File: src/rtl/core/mseu_pkg.sv
`default_nettype none

package mseu_pkg;

	localparam int unsigned DATA_W          = 32;
	localparam int unsigned REG_CNT         = 32;
	localparam int unsigned REG_AW          = 5;
	localparam int unsigned TGT_W           = 10;
	localparam int unsigned STACK_WORDS_DEF = 1024;

	// operation codes; 10..15 are no-ops
	localparam logic [3:0] KIND_ADD  = 4'd0;
	localparam logic [3:0] KIND_SUB  = 4'd1;
	localparam logic [3:0] KIND_MUL  = 4'd2;
	localparam logic [3:0] KIND_DIV  = 4'd3;
	localparam logic [3:0] KIND_ADDI = 4'd4;
	localparam logic [3:0] KIND_SUBI = 4'd5;
	localparam logic [3:0] KIND_LW   = 4'd6;
	localparam logic [3:0] KIND_SW   = 4'd7;
	localparam logic [3:0] KIND_BEQ  = 4'd8;
	localparam logic [3:0] KIND_J    = 4'd9;

	localparam logic [1:0] ERR_NONE     = 2'd0;
	localparam logic [1:0] ERR_DIV_ZERO = 2'd1;
	localparam logic [1:0] ERR_SLOT     = 2'd2;

	typedef enum logic [2:0] {
		ST_CLEAR,
		ST_IDLE,
		ST_EXEC,
		ST_DIV,
		ST_WB
	} state_t;

	typedef struct packed {
		logic [3:0]               kind;
		logic [REG_AW-1:0]        dest_reg;
		logic [REG_AW-1:0]        src_a_reg;
		logic [REG_AW-1:0]        src_b_reg;
		logic signed [DATA_W-1:0] immediate;
		logic [TGT_W-1:0]         target_index;
	} cmd_t;

	typedef struct packed {
		logic                     taken;
		logic [TGT_W-1:0]         next_target;
		logic                     wrote_reg;
		logic signed [DATA_W-1:0] write_value;
		logic [1:0]               error_code;
	} res_t;

endpackage

`default_nettype wire

File: src/rtl/core/mseu_div.sv
`default_nettype none

// Signed divide, truncating toward zero. Restoring radix-2 on magnitudes,
// one quotient bit per cycle; done is a one-cycle pulse set with the last bit.
module mseu_div
	import mseu_pkg::*;
(
	input  wire logic              clk,
	input  wire logic              arst_n,
	input  wire logic              go,
	input  wire logic [DATA_W-1:0] dividend,
	input  wire logic [DATA_W-1:0] divisor,
	output logic                   done,
	output logic [DATA_W-1:0]      quotient
);

	localparam int unsigned CNT_W = $clog2(DATA_W);

	logic              run_q;
	logic              done_q;
	logic [CNT_W-1:0]  cnt_q;
	logic [DATA_W-1:0] rem_q;
	logic [DATA_W-1:0] quo_q;
	logic [DATA_W-1:0] den_q;
	logic              neg_q;
	logic [DATA_W:0]   trial;
	logic [DATA_W:0]   shifted;

	assign shifted = {rem_q, quo_q[DATA_W-1]};
	assign trial   = shifted - {1'b0, den_q};

	always_ff @(posedge clk or negedge arst_n) begin
		if (!arst_n) begin
			run_q  <= 1'b0;
			done_q <= 1'b0;
			cnt_q  <= '0;
		end else begin
			done_q <= 1'b0;
			if (go) begin
				run_q <= 1'b1;
				cnt_q <= '0;
			end else if (run_q) begin
				cnt_q <= cnt_q + 1'b1;
				if (cnt_q == CNT_W'(DATA_W - 1)) begin
					run_q  <= 1'b0;
					done_q <= 1'b1;
				end
			end
		end
	end

	always_ff @(posedge clk) begin
		if (go) begin
			rem_q <= '0;
			quo_q <= dividend[DATA_W-1] ? (~dividend + 1'b1) : dividend;
			den_q <= divisor[DATA_W-1] ? (~divisor + 1'b1) : divisor;
			neg_q <= dividend[DATA_W-1] ^ divisor[DATA_W-1];
		end else if (run_q) begin
			if (!trial[DATA_W]) begin
				rem_q <= trial[DATA_W-1:0];
				quo_q <= {quo_q[DATA_W-2:0], 1'b1};
			end else begin
				rem_q <= shifted[DATA_W-1:0];
				quo_q <= {quo_q[DATA_W-2:0], 1'b0};
			end
		end
	end

	assign done     = done_q;
	assign quotient = neg_q ? (~quo_q + 1'b1) : quo_q;

endmodule

`default_nettype wire

File: config.mk
export PLATFORM = sky130hd
export DESIGN_NAME = mseu_div
export DESIGN_NICKNAME = d
export VERILOG_FILES = /design/src/rtl/core/mseu_pkg.sv /design/src/rtl/core/mseu_div.sv
export SDC_FILE = /design/constraint.sdc
export NUM_CORES = 1
export LEC_CHECK = 0
export CORE_MARGIN = 3
export CORE_UTILIZATION = 35
export DETAILED_ROUTE_END_ITERATION = 6
export DONT_BUFFER_PORTS = 1
export MAX_ROUTING_LAYER = met4
export PLACE_DENSITY = 0.55
export SYNTH_ARGS = -nofsm -noshare
export SYNTH_HDL_FRONTEND = slang
export SYNTH_SLANG_ARGS = --single-unit
export TNS_END_PERCENT = 10
File: constraint.sdc
create_clock -name clk -period 4.9 [get_ports clk]
set_clock_uncertainty 0.15 [all_clocks]
set_input_delay 0.735 -clock clk [delete_from_list [all_inputs] [get_ports clk]]
set_output_delay 0.735 -clock clk [all_outputs]
set_load 0.05 [all_outputs]
# After elaboration in Yosys (flattened, before gate mapping)
# Cells that the tools add are included.
# word_totals
regBits	104
input_bits	67
out_inout_bits	33
word_cells	34
# classes
n_addsub	5
n_eq_ne	1
muxes	15
bitwise_logic	4
reduce_logical	1
# op_table
operator	n
$mux 32	5
$add 32x1->32 const B	3
$not 32->32	3
$sub 33x32->33	1
$mux 31	1
$mux 5	2
$mux 1	7
$add 5x1->5 const B	1
$eq 5x5->1 const B	1
$reduce_bool 2->1	1
$xor 1x1->1	1

# Longest topological paths before layout
# Gate-level depths: netlist (run 1).
# depth
ltp_word	4
ltp_mapped	14
mapped_depth_nobuf	12

# Worst setup path before layout (run 1)
# OpenSTA, ideal clock, no wires.
# synth_path
path_kind	flip-flop to output port
start	register quo_q[4]
end	output quotient[29]
arrival_ps	3157
required_ps	4015
path_slack_ps	858
path_stages_with_launch	9
n_path_buf	0
cell_sequence	edfxtp_1 > or3_1 > nor3_2 > nand3_1 > or3_1 > or3b_1 > or4_1 > o41ai_1 > xnor2_1
# synth_between
elab_chain_cells	3
# synth_lines
item	line	rtl
start, declared	mseu_div.sv:23	logic [DATA_W-1:0] quo_q;
start signal, assigned	mseu_div.sv:55	quo_q <= dividend[DATA_W-1] ? (~dividend + 1'b1) : dividend;
start signal, assigned	mseu_div.sv:61	quo_q <= {quo_q[DATA_W-2:0], 1'b1};
start signal, assigned	mseu_div.sv:64	quo_q <= {quo_q[DATA_W-2:0], 1'b0};
$not 32->32	mseu_div.sv:70	assign quotient = neg_q ? (~quo_q + 1'b1) : quo_q;
$add 32x1->32	mseu_div.sv:70	
$mux 32	mseu_div.sv:70	
end, declared	mseu_div.sv:14	output logic [DATA_W-1:0] quotient
# Every way passes these cells.

# Worst setup path after layout (run 1)
# Ends and elaborated chain as after synthesis.

==> impl_metrics.py, run 1 <==
metrics = {
    "status": {
        "status": "finished clean",
    },
    "worst_setup_path": {
        "crit_top_cell": "or3_1",
        "r2r_end": "rem_q[6]",
        "critPathBufInv": 0,
        "crit_chain": "or3_1 -> nor3_2 -> nand3_1 -> or3_1 -> or3b_1 -> or4_1 -> o41ai_1 -> xnor2_1",
        "cpPeakStageDelay_ns": 0.53,
        "r2r_cells": 12,
        "critPathSlowestCell": "xnor2_1",
        "crit_type": "reg2out",
        "worstPathRequired_ns": 4.01,
        "worstPathMaxFanout": 5,
        "cp.arrival_ns": 3.80,
        "critPathTopFamily": "simple AND/OR/NAND/NOR gates",
        "crit_path_start_kind": "register",
        "rrSetupSlack_ns": 1.12,
        "endpoint_kind": "output pin",
        "worstReg2RegStart": "quo_q[31]",
    },
    "final_layout": {
        "mostFrequentLayoutCells": "nand2_1, nor2_1, xnor2_1",
        "layout_commonest_cell": "nand2_1",
        "fillCellCount": 2228,
        "seq_area_sq_um": 2770,
        "multiInputGateArea_sq_um": 4620,
        "fin_area_sq_um": 8310,
        "area_growth_pct": 7.54,
        "nNetsFinal": 991,
        "final_core_util_pct": 38.9,
        "antenna_cells": 0,
        "layout-drive-gt1-share_pct": 5.27,
    },
    "worst_hold_path": {
        "hp-class": "in2reg",
        "hold_depth": 0,
        "min_from": "divisor[0]",
        "min_to": "den_q[0]",
    },
    "sta": {
        "worst_pin_slew_ns": 1.18,
        "fin_crit_sh_pct": 95.5,
        "fin_crit_ns": 4.68,
        "slew_violations": 0,
        "slew_headroom_pct": 20.8,
        "setup_viol_count_final": 0,
        "fmax_ghz": 0.214,
        "tns_ns": 0,
        "finalHoldViolCount": 0,
        "rsz0062_at_grt": "no",
    },
    "cts": {
        "tritoncts": "yes",
        "clkSinkCount": 104,
        "clock_latency_ns": 0.36,
        "cts_buffers": 9,
        "cts-root-buf": "clkbuf_16",
        "cts.repair.resized": 0,
        "h-tree-depth": 3,
        "clk_pin_slew_ns": 0.08,
        "clock_path_buffers": 2,
    },
    "floorplanning": {
        "start_util_pct": 36.2,
        "rows": 53,
        "die_x_um": 155,
        "fp.coreArea_sq_um": 21400,
        "die_y_um": 155,
        "die_area_sq_um": 23900,
        "io_pins": 100,
    },
    "global_routing": {
        "grt_pass1_wl_um": 29400,
        "grt_pass1_vias": 5952,
        "grtUsageMet2_pct": 23.3,
        "grt_max_degree": 134,
        "grt_usage_pct": 15.3,
        "grt_use_met3_pct": 2.27,
        "grt_antenna_before_repair": 0,
        "busiest_layer": "met2",
        "gr-usage-met1_pct": 21.3,
        "grt-ovfl-total": 0,
    },
    "synthesis": {
        "synth_edf_count": 65,
        "avgSynthCellArea_sq_um": 8.59,
        "synth_ff_type": "edfxtp_1",
        "yosysSeqAreaShare_pct": 35.8,
        "syn_area_sq_um": 7730,
        "synth_cell_types": 68,
        "async_flop_share_pct": 6.73,
        "yosys_warnings": 0,
        "synth_top_area_cell": "edfxtp_1",
        "ys_ff_latch": 104,
        "synth_top_area_share_pct": 25.3,
        "syn_nets": 1005,
        "postSynthCellCount": 900,
        "ys_top_cells_by_area": "edfxtp_1, xnor2_1, dfxtp_1",
    },
    "detailed_routing": {
        "vias": 6277,
        "ant_nets": 0,
        "routed_wl_um": 18200,
        "viasPerCell": 5.38,
        "drtIter0Drc": 441,
        "drc": 0,
        "firstDrtPassIters": 5,
        "wl_per_cell_um": 15.6,
    },
    "placement": {
        "place_hpwl_um": 13300,
        "postPlaceCellArea_sq_um": 8020,
        "io_buffers": 0,
        "gp_congestion": 0.827,
    },
    "power_and_ir_drop": {
        "p_leak_nw": 3.12,
        "ir_drop_mv": 0.173,
        "power.density_nw_per_um2": 284,
    },
    "job": {
        "max_cap_viol_count": 0,
    },
}
==> report_power, final <==
part           total (mW)  leakage (nW)  internal, mW  switching, mW
clock               0.705         0.136         0.351          0.354
sequential           1.07         0.999          1.01         0.0647
combinational       0.579          1.99         0.179          0.400
total                2.36          3.12          1.54          0.818
==> stage by stage <==
step | power, mW | instances | setup slack, ns | hold slack, ns
CTS | 2.39 | 1166 | 0.188 | 0.290
global route | 2.47 | 1166 | 0.0202 | 0.301
detailed placement | 1.67 | 1149 | 0.591 | 0.290
global placement | 1.67 | 1149 | 0.642 | 0.290
floorplan | 1.59 | 900 | 0.858 | 0.289
finish | 2.36 | 1166 | 0.219 | 0.327
==> cells in the mapped netlist (all sizes together), types with 3 or more instances <==
cell type / count
edfxtp: 65
xor2: 39
a211oi: 5
nor2b: 5
a31oi: 3
dfxtp: 32
or4: 9
nand2: 106
o211ai: 7
dfrtp: 7
inv: 49
o21ai: 59
o41ai: 10
or3: 22
nand4: 7
and3: 5
nand2b: 10
nor3: 14
o21a: 5
nor2: 89
a21o: 11
and4: 3
o21bai: 4
xnor2: 74
clkbuf: 32
buf: 8
a311oi: 22
o31ai: 32
nand3b: 3
nor4: 8
a21oi: 64
nand3: 13
nor3b: 3
ha: 37
mux2i: 7
==> state kept, by name, indices dropped and copies added (netlist names) <==
signal  count
cnt_q       5
den_q      32
done        1
neg_q       1
quo_q      32
rem_q      32
run_q       1
==> metal layers <==
layer  wire [um]  part of all wire (%)
met1        8860                    49
met2        7920                    44
met3        1120                   6.1
met4         253                   1.4
met5           0                     0
==> worst register-to-register path: stages (launching register included) <==
cell	delay [ns]
edfxtp_1	0.45
inv_1	0.07
ha_1	0.23
fa_1	0.41
nor2b_1	0.17
o31ai_1	0.16
a21oi_1	0.25
nand3_1	0.17
and3_1	0.19
o21ai_0	0.30
nand2_1	0.42
or3_1	0.47
a311oi_1	0.25
==> worst max-delay path by stage <==
stage               slack (ns)           end     start  cells after the start
CTS                       0.19  quotient[29]  quo_q[4]                      8
global route              0.02  quotient[29]  quo_q[4]                      8
detailed placement        0.59  quotient[29]  quo_q[4]                      8
finish                    0.22  quotient[29]  quo_q[4]                      8
floorplan                 0.86  quotient[29]  quo_q[4]                      8
global placement          0.64  quotient[29]  quo_q[4]                      8
==> cells by family (layout without fill, tap and decap cells) <==
logic type               after synthesis  count (layout)  share of synthesized area (%)
AO/OA/AOI/OAI                        242             242                           20.6
XOR/XNOR                             113             113                           12.8
adder cells (fa/ha/maj)               38              38                           6.25
buffers and inverters                 89              80                           4.44
flip-flops                           104             104                           35.8
multiplexers                           7               7                          0.906
AND/OR/NAND/NOR                      307             307                           19.2
==> timing repair <==
action	4_1_cts	5_1_grt
endpoints found under the hold margin	7	0
hold buffers	1	0
buffers inserted	0	0
==> final cells by class <==
class	count	share of cell area [%]
clock buffer	9	2.71
multi-input combinational	707	55.6
sequential	104	33.3
clock inverter	7	0.647
tap	275	4.14
timing repair buffer	15	1.38
inverter	49	2.21
Power figures use the tool's default switching activity.
==> run 2, diff against run 1 <==
--- a/config.mk
+++ b/config.mk
@@ -5,7 +5,7 @@
 export SDC_FILE = /design/constraint.sdc
 export NUM_CORES = 1
 export LEC_CHECK = 0
-export CORE_MARGIN = 3
+export CORE_MARGIN = 8
 export CORE_UTILIZATION = 35
 export DETAILED_ROUTE_END_ITERATION = 6
 export DONT_BUFFER_PORTS = 1
==> run 2 against run 1 <==
Against the previous run:
- sequential share of layout area decreased by 0.30 points
- hold slack worse by 0.0025 ns
- total power is 4.2% higher
- setup slack improved by 0.0093 ns
- largest power group unchanged
- maximum frequency up 0.20%
==> impl_metrics.py, run 2 (synthesized netlist as in run 1, its figures left out) <==
metrics = {
    "detailed_routing": {
        "wl_per_cell_um": 15.9,
        "viasPerCell": 5.40,
        "drc": 0,
        "drtIter0Drc": 392,
        "vias": 6349,
        "ant_nets": 0,
        "routed_wl_um": 18700,
        "firstDrtPassIters": 5,
    },
    "sta": {
        "hold_ws_ns": 0.325,
        "rsz0062_at_grt": "no",
        "fmax_ghz": 0.214,
        "fin_ws_ns": 0.229,
        "fin_crit_ns": 4.67,
        "slew_headroom_pct": 22.1,
        "fin_crit_sh_pct": 95.3,
        "slew_violations": 0,
        "finalHoldViolCount": 0,
        "setup_viol_count_final": 0,
        "tns_ns": 0,
        "worst_pin_slew_ns": 1.16,
    },
    "cts": {
        "clk_pin_slew_ns": 0.07,
        "cts_buffers": 9,
        "tritoncts": "yes",
        "clock_latency_ns": 0.35,
        "h-tree-depth": 3,
        "clock_path_buffers": 2,
        "cts.repair.resized": 0,
        "cts-root-buf": "clkbuf_16",
        "post-cts-setup-buffers": 0,
        "clkSinkCount": 104,
    },
    "global_routing": {
        "grt_antenna_before_repair": 0,
        "grt_usage_pct": 14.1,
        "grt-ovfl-total": 0,
        "grt_pass1_wl_um": 30300,
        "grt_max_degree": 134,
        "grt_pass1_vias": 6162,
    },
    "floorplanning": {
        "die_y_um": 165,
        "rows": 54,
        "start_util_pct": 35.5,
        "die_x_um": 165,
        "die_area_sq_um": 27100,
        "fp.coreArea_sq_um": 21800,
        "io_pins": 100,
    },
    "final_layout": {
        "layout-drive-gt1-share_pct": 5.47,
        "largestRegisters": "den_q: 32 flops, quo_q: 32 flops, rem_q: 32 flops",
        "nNetsFinal": 995,
        "area_growth_pct": 8.53,
        "layout_commonest_cell": "nand2_1",
        "antenna_cells": 0,
        "instances_no_fill": 1175,
        "mostFrequentLayoutCells": "nand2_1, nor2_1, xnor2_1",
    },
    "worst_setup_path": {
        "worstPathRequired_ns": 4.01,
        "crit_path_start_kind": "register",
        "worstPathMaxFanout": 5,
        "cp.arrival_ns": 3.79,
        "endpoint_kind": "output pin",
        "crit_type": "reg2out",
    },
    "placement": {
        "io_buffers": 0,
        "gp_congestion": 0.830,
        "placedCellCount": 1158,
        "place_hpwl_um": 14000,
        "pre_cts_ws_ns": 0.576,
    },
    "worst_hold_path": {
        "hp-class": "in2reg",
    },
    "power_and_ir_drop": {
        "power.density_nw_per_um2": 293,
        "ir_drop_mv": 0.175,
        "p_leak_nw": 3.16,
        "total_power_mw": 2.46,
    },
    "job": {
        "max_cap_viol_count": 0,
    },
    "status": {
        "status": "finished clean",
    },
}
[run 2: cell count changes in the layout (fill, tap and decap cells not counted)]
cell,previous run,this run
buf_4,14,18
bufinv_16,0,2
clkbuf_1,0,2
clkinv_1,1,0
clkinv_2,1,0
clkinvlp_4,1,0
inv_6,2,1
nor2_1,87,88
nor2_2,2,1
[run 2: report_power, final]
group          internal, mW  leakage [nW]  switching [mW]  total (mW)
logic                 0.187          2.01           0.409       0.596
registers              1.01         0.999          0.0626        1.07
clock network         0.455         0.156           0.335       0.790
[run 2: critical path: stages (launching register included)]
cell	delay (ns)
edfxtp_1	0.43
or3_1	0.43
nor3_2	0.22
nand3_1	0.16
or3_1	0.42
or3b_1	0.44
or4_1	0.46
o41ai_1	0.32
xnor2_1	0.53
[run 2: area by class of cell]
cell class | instances | area (sq um)
timing repair buffer | 19 | 145
clock buffer | 11 | 233
inverter | 49 | 184
sequential | 104 | 2770
tap | 280 | 350
multi-input combinational | 707 | 4620
fill | 2240 | 13400
clock inverter | 5 | 88.8
[run 2: stage by stage]
stage               cell area, sq um  utilization [%]
floorplan                       7730                -
global placement                8060             37.0
detailed placement              8060             37.0
CTS                             8390             38.6
global route                    8390             38.6
finish                          8390             38.6
[run 2: routing by layer]
layer	global-route usage, %	share of wire, %	vias to the layer above
met5	-	0	-
met4	4.30	1.2	0
met3	2.57	6.4	16
met2	21.7	44	145
met1	18.6	49	2939
li1	-	-	3249
[run 2: worst paths after layout]
check                      slack (ns)  cells after the start      endpoint        from
max                              0.23                      8  quotient[29]    quo_q[4]
max reg2reg                      1.13                     13     rem_q[24]   quo_q[31]
max in group asynchronous        3.76                      1         run_q      arst_n
min reg2reg                      0.34                      2     rem_q[14]   rem_q[14]
min                              0.32                      0      den_q[0]  divisor[0]
min in group asynchronous        0.57                      1      cnt_q[2]      arst_n
[run 2: repair_timing]
| item | 4_1_cts | 5_1_grt |
|---|---|---|
| hold buffers | 1 | 0 |
| hold endpoints to repair | 7 | 0 |
| endpoints found under the setup margin | 0 | 0 |
==> run 3, diff against run 2 <==
--- a/config.mk
+++ b/config.mk
@@ -5,12 +5,12 @@
 export SDC_FILE = /design/constraint.sdc
 export NUM_CORES = 1
 export LEC_CHECK = 0
+export BUFFER_PORTS_ARGS = -buffer_cell sky130_fd_sc_hd__buf_4
 export CORE_MARGIN = 8
 export CORE_UTILIZATION = 35
 export DETAILED_ROUTE_END_ITERATION = 6
-export DONT_BUFFER_PORTS = 1
 export MAX_ROUTING_LAYER = met4
-export PLACE_DENSITY = 0.55
+export PLACE_DENSITY = 0.59
 export SYNTH_ARGS = -nofsm -noshare
 export SYNTH_HDL_FRONTEND = slang
 export SYNTH_SLANG_ARGS = --single-unit
==> run 3 against run 2 <==
Against the previous run:
- clock power decreased by 12%
- via count increased by 4.2%
- global-route usage increased by 0.22 points
- sequential share of layout area decreased by 2.3 points
- non-clock buffer count increased by 89
- first-iteration DRC count increased by 17%
- critical endpoint unchanged
- final cell count increased by 7.6%
- register-to-register slack got worse by 0.03 ns
- critical path depth increased by 1
- die area unchanged
- sequential power about the same
- combinational power increased by 24%
==> impl_metrics.py, run 3 (synthesized netlist as in run 1, its figures left out) <==
metrics = {
    "detailed_routing": {
        "vias": 6614,
        "firstDrtPassIters": 4,
        "wl_per_cell_um": 15.1,
        "drtIter0Drc": 460,
        "routed_wl_um": 19000,
        "ant_nets": 0,
        "viasPerCell": 5.23,
        "drc": 0,
    },
    "sta": {
        "fin_ws_ns": 0.325,
        "fin_crit_ns": 4.57,
        "rsz0062_at_grt": "no",
        "fmax_ghz": 0.219,
        "tns_ns": 0,
        "fin_crit_sh_pct": 93.4,
        "slew_headroom_pct": 41.3,
        "slew_violations": 0,
        "worst_pin_slew_ns": 0.880,
        "setup_viol_count_final": 0,
        "finalHoldViolCount": 0,
    },
    "final_layout": {
        "multiInputGateArea_sq_um": 4620,
        "layout-drive-gt1-share_pct": 14.2,
        "mostFrequentLayoutCells": "buf_4, nand2_1, nor2_1",
        "layout_commonest_cell": "buf_4",
        "fillCellCount": 2213,
        "seq_area_sq_um": 2770,
        "final_core_util_pct": 41.4,
        "antenna_cells": 0,
        "nNetsFinal": 1084,
        "largestRegisters": "den_q: 32 flops, quo_q: 32 flops, rem_q: 32 flops",
        "area_growth_pct": 16.6,
    },
    "cts": {
        "cts.repair.resized": 0,
        "cts-root-buf": "clkbuf_16",
        "ctsHoldBuffers": 0,
        "tritoncts": "yes",
        "clock_path_buffers": 2,
        "h-tree-depth": 3,
        "clk_pin_slew_ns": 0.08,
        "post-cts-setup-buffers": 0,
        "cts_buffers": 9,
        "clock_latency_ns": 0.35,
        "clkSinkCount": 104,
    },
    "power_and_ir_drop": {
        "ir_drop_mv": 0.160,
        "p_int_mw": 1.63,
        "seqPwrFrac_pct": 42.9,
        "p_leak_nw": 3.57,
        "pwr-share-comb_pct": 29.4,
        "power.density_nw_per_um2": 278,
        "p_clk_share_pct": 27.8,
        "power.switching_uw": 877,
        "netSwitchingFraction_pct": 34.9,
    },
    "worst_setup_path": {
        "critPathSlowestCell": "or4_1",
        "cpPeakStageDelay_ns": 0.48,
        "crit_top_cell": "or3_1",
        "crit_type": "reg2out",
        "endpoint_kind": "output pin",
        "crit_chain": "or3_1 -> nor3_2 -> nand3_1 -> or3_1 -> or3b_1 -> or4_1 -> o41ai_1 -> xnor2_1 -> buf_4",
        "worstReg2RegStart": "quo_q[31]",
        "worstPathRequired_ns": 4.01,
        "worstPathMaxFanout": 5,
        "cp.arrival_ns": 3.69,
        "crit_start": "quo_q[4]",
        "crit_path_start_kind": "register",
    },
    "placement": {
        "pre_cts_ws_ns": 0.691,
        "place_hpwl_um": 14700,
        "io_buffers": 99,
        "gp_congestion": 0.835,
    },
    "floorplanning": {
        "fp.coreArea_sq_um": 21800,
        "start_util_pct": 35.5,
        "die_x_um": 165,
        "die_area_sq_um": 27100,
        "die_y_um": 165,
        "io_pins": 100,
        "rows": 54,
    },
    "global_routing": {
        "grt-ovfl-total": 0,
        "grt_antenna_before_repair": 0,
        "grt_max_degree": 64,
        "grt_pass1_wl_um": 30800,
        "grt_pass1_vias": 6266,
        "grt_usage_pct": 14.3,
    },
    "status": {
        "status": "finished clean",
    },
    "worst_hold_path": {
        "hp-class": "in2async",
    },
    "job": {
        "max_cap_viol_count": 0,
    },
}
-- run 3: worst max-delay path, delay by kind of cell, from the launching register on --
family | cells | cell delay, ns
AOI/OAI and AO/OA | 1 | 0.34
xor gates and xnor gates | 1 | 0.17
buffers and inverters | 1 | 0.22
DFF | 1 | 0.44
and+or+nand+nor | 6 | 2.18
-- run 3: worst paths after layout --
check,cells after the start,end,slack (ns)
setup / recovery,9,quotient[29],0.33
hold / removal,1,cnt_q[0],0.03
setup reg to reg,13,rem_q[6],1.10
hold reg to reg,2,rem_q[14],0.34
max in group asynchronous,1,run_q,4.42
min in group clk,2,rem_q[14],0.34
-- run 3: per-stage QoR --
stage / instance area, sq um / std cells / hold WS, ns / power, mW
4_1_cts: 9010 / 1264 / 0.0215 / 2.54
5_1_grt: 9010 / 1264 / 0.0226 / 2.64
3_3_place_gp: 8730 / 1248 / 0.327 / 1.83
2_1_floorplan: 7730 / 900 / 0.289 / 1.59
6_report: 9010 / 1264 / 0.0335 / 2.51
3_5_place_dp: 8730 / 1248 / 0.332 / 1.84
-- run 3: power by group through the flow --
stage / registers (mW) / clock network, mW / logic [mW]
2_1_floorplan: 1.07 / 0 / 0.520
3_3_place_gp: 1.09 / 0 / 0.739
3_5_place_dp: 1.10 / 0 / 0.743
4_1_cts: 1.08 / 0.718 / 0.746
5_1_grt: 1.09 / 0.752 / 0.801
6_report: 1.08 / 0.697 / 0.738
-- run 3: final cells by class --
class | instances | share of cell area [%]
inverters | 49 | 2.04
repair buffers | 108 | 8.99
multi-input cells | 707 | 51.2
clock inverters | 6 | 0.583
well taps | 280 | 3.89
clock buffers | 10 | 2.54
flip-flops and latches | 104 | 30.7
-- run 3: per-layer routing --
layer	vias to the layer above	wire length [um]	global-route usage (%)
li1	3424	-	-
met1	3005	9640	19.8
met2	173	8110	21.5
met3	12	1110	2.12
met4	0	201	3.93
met5	-	0	-
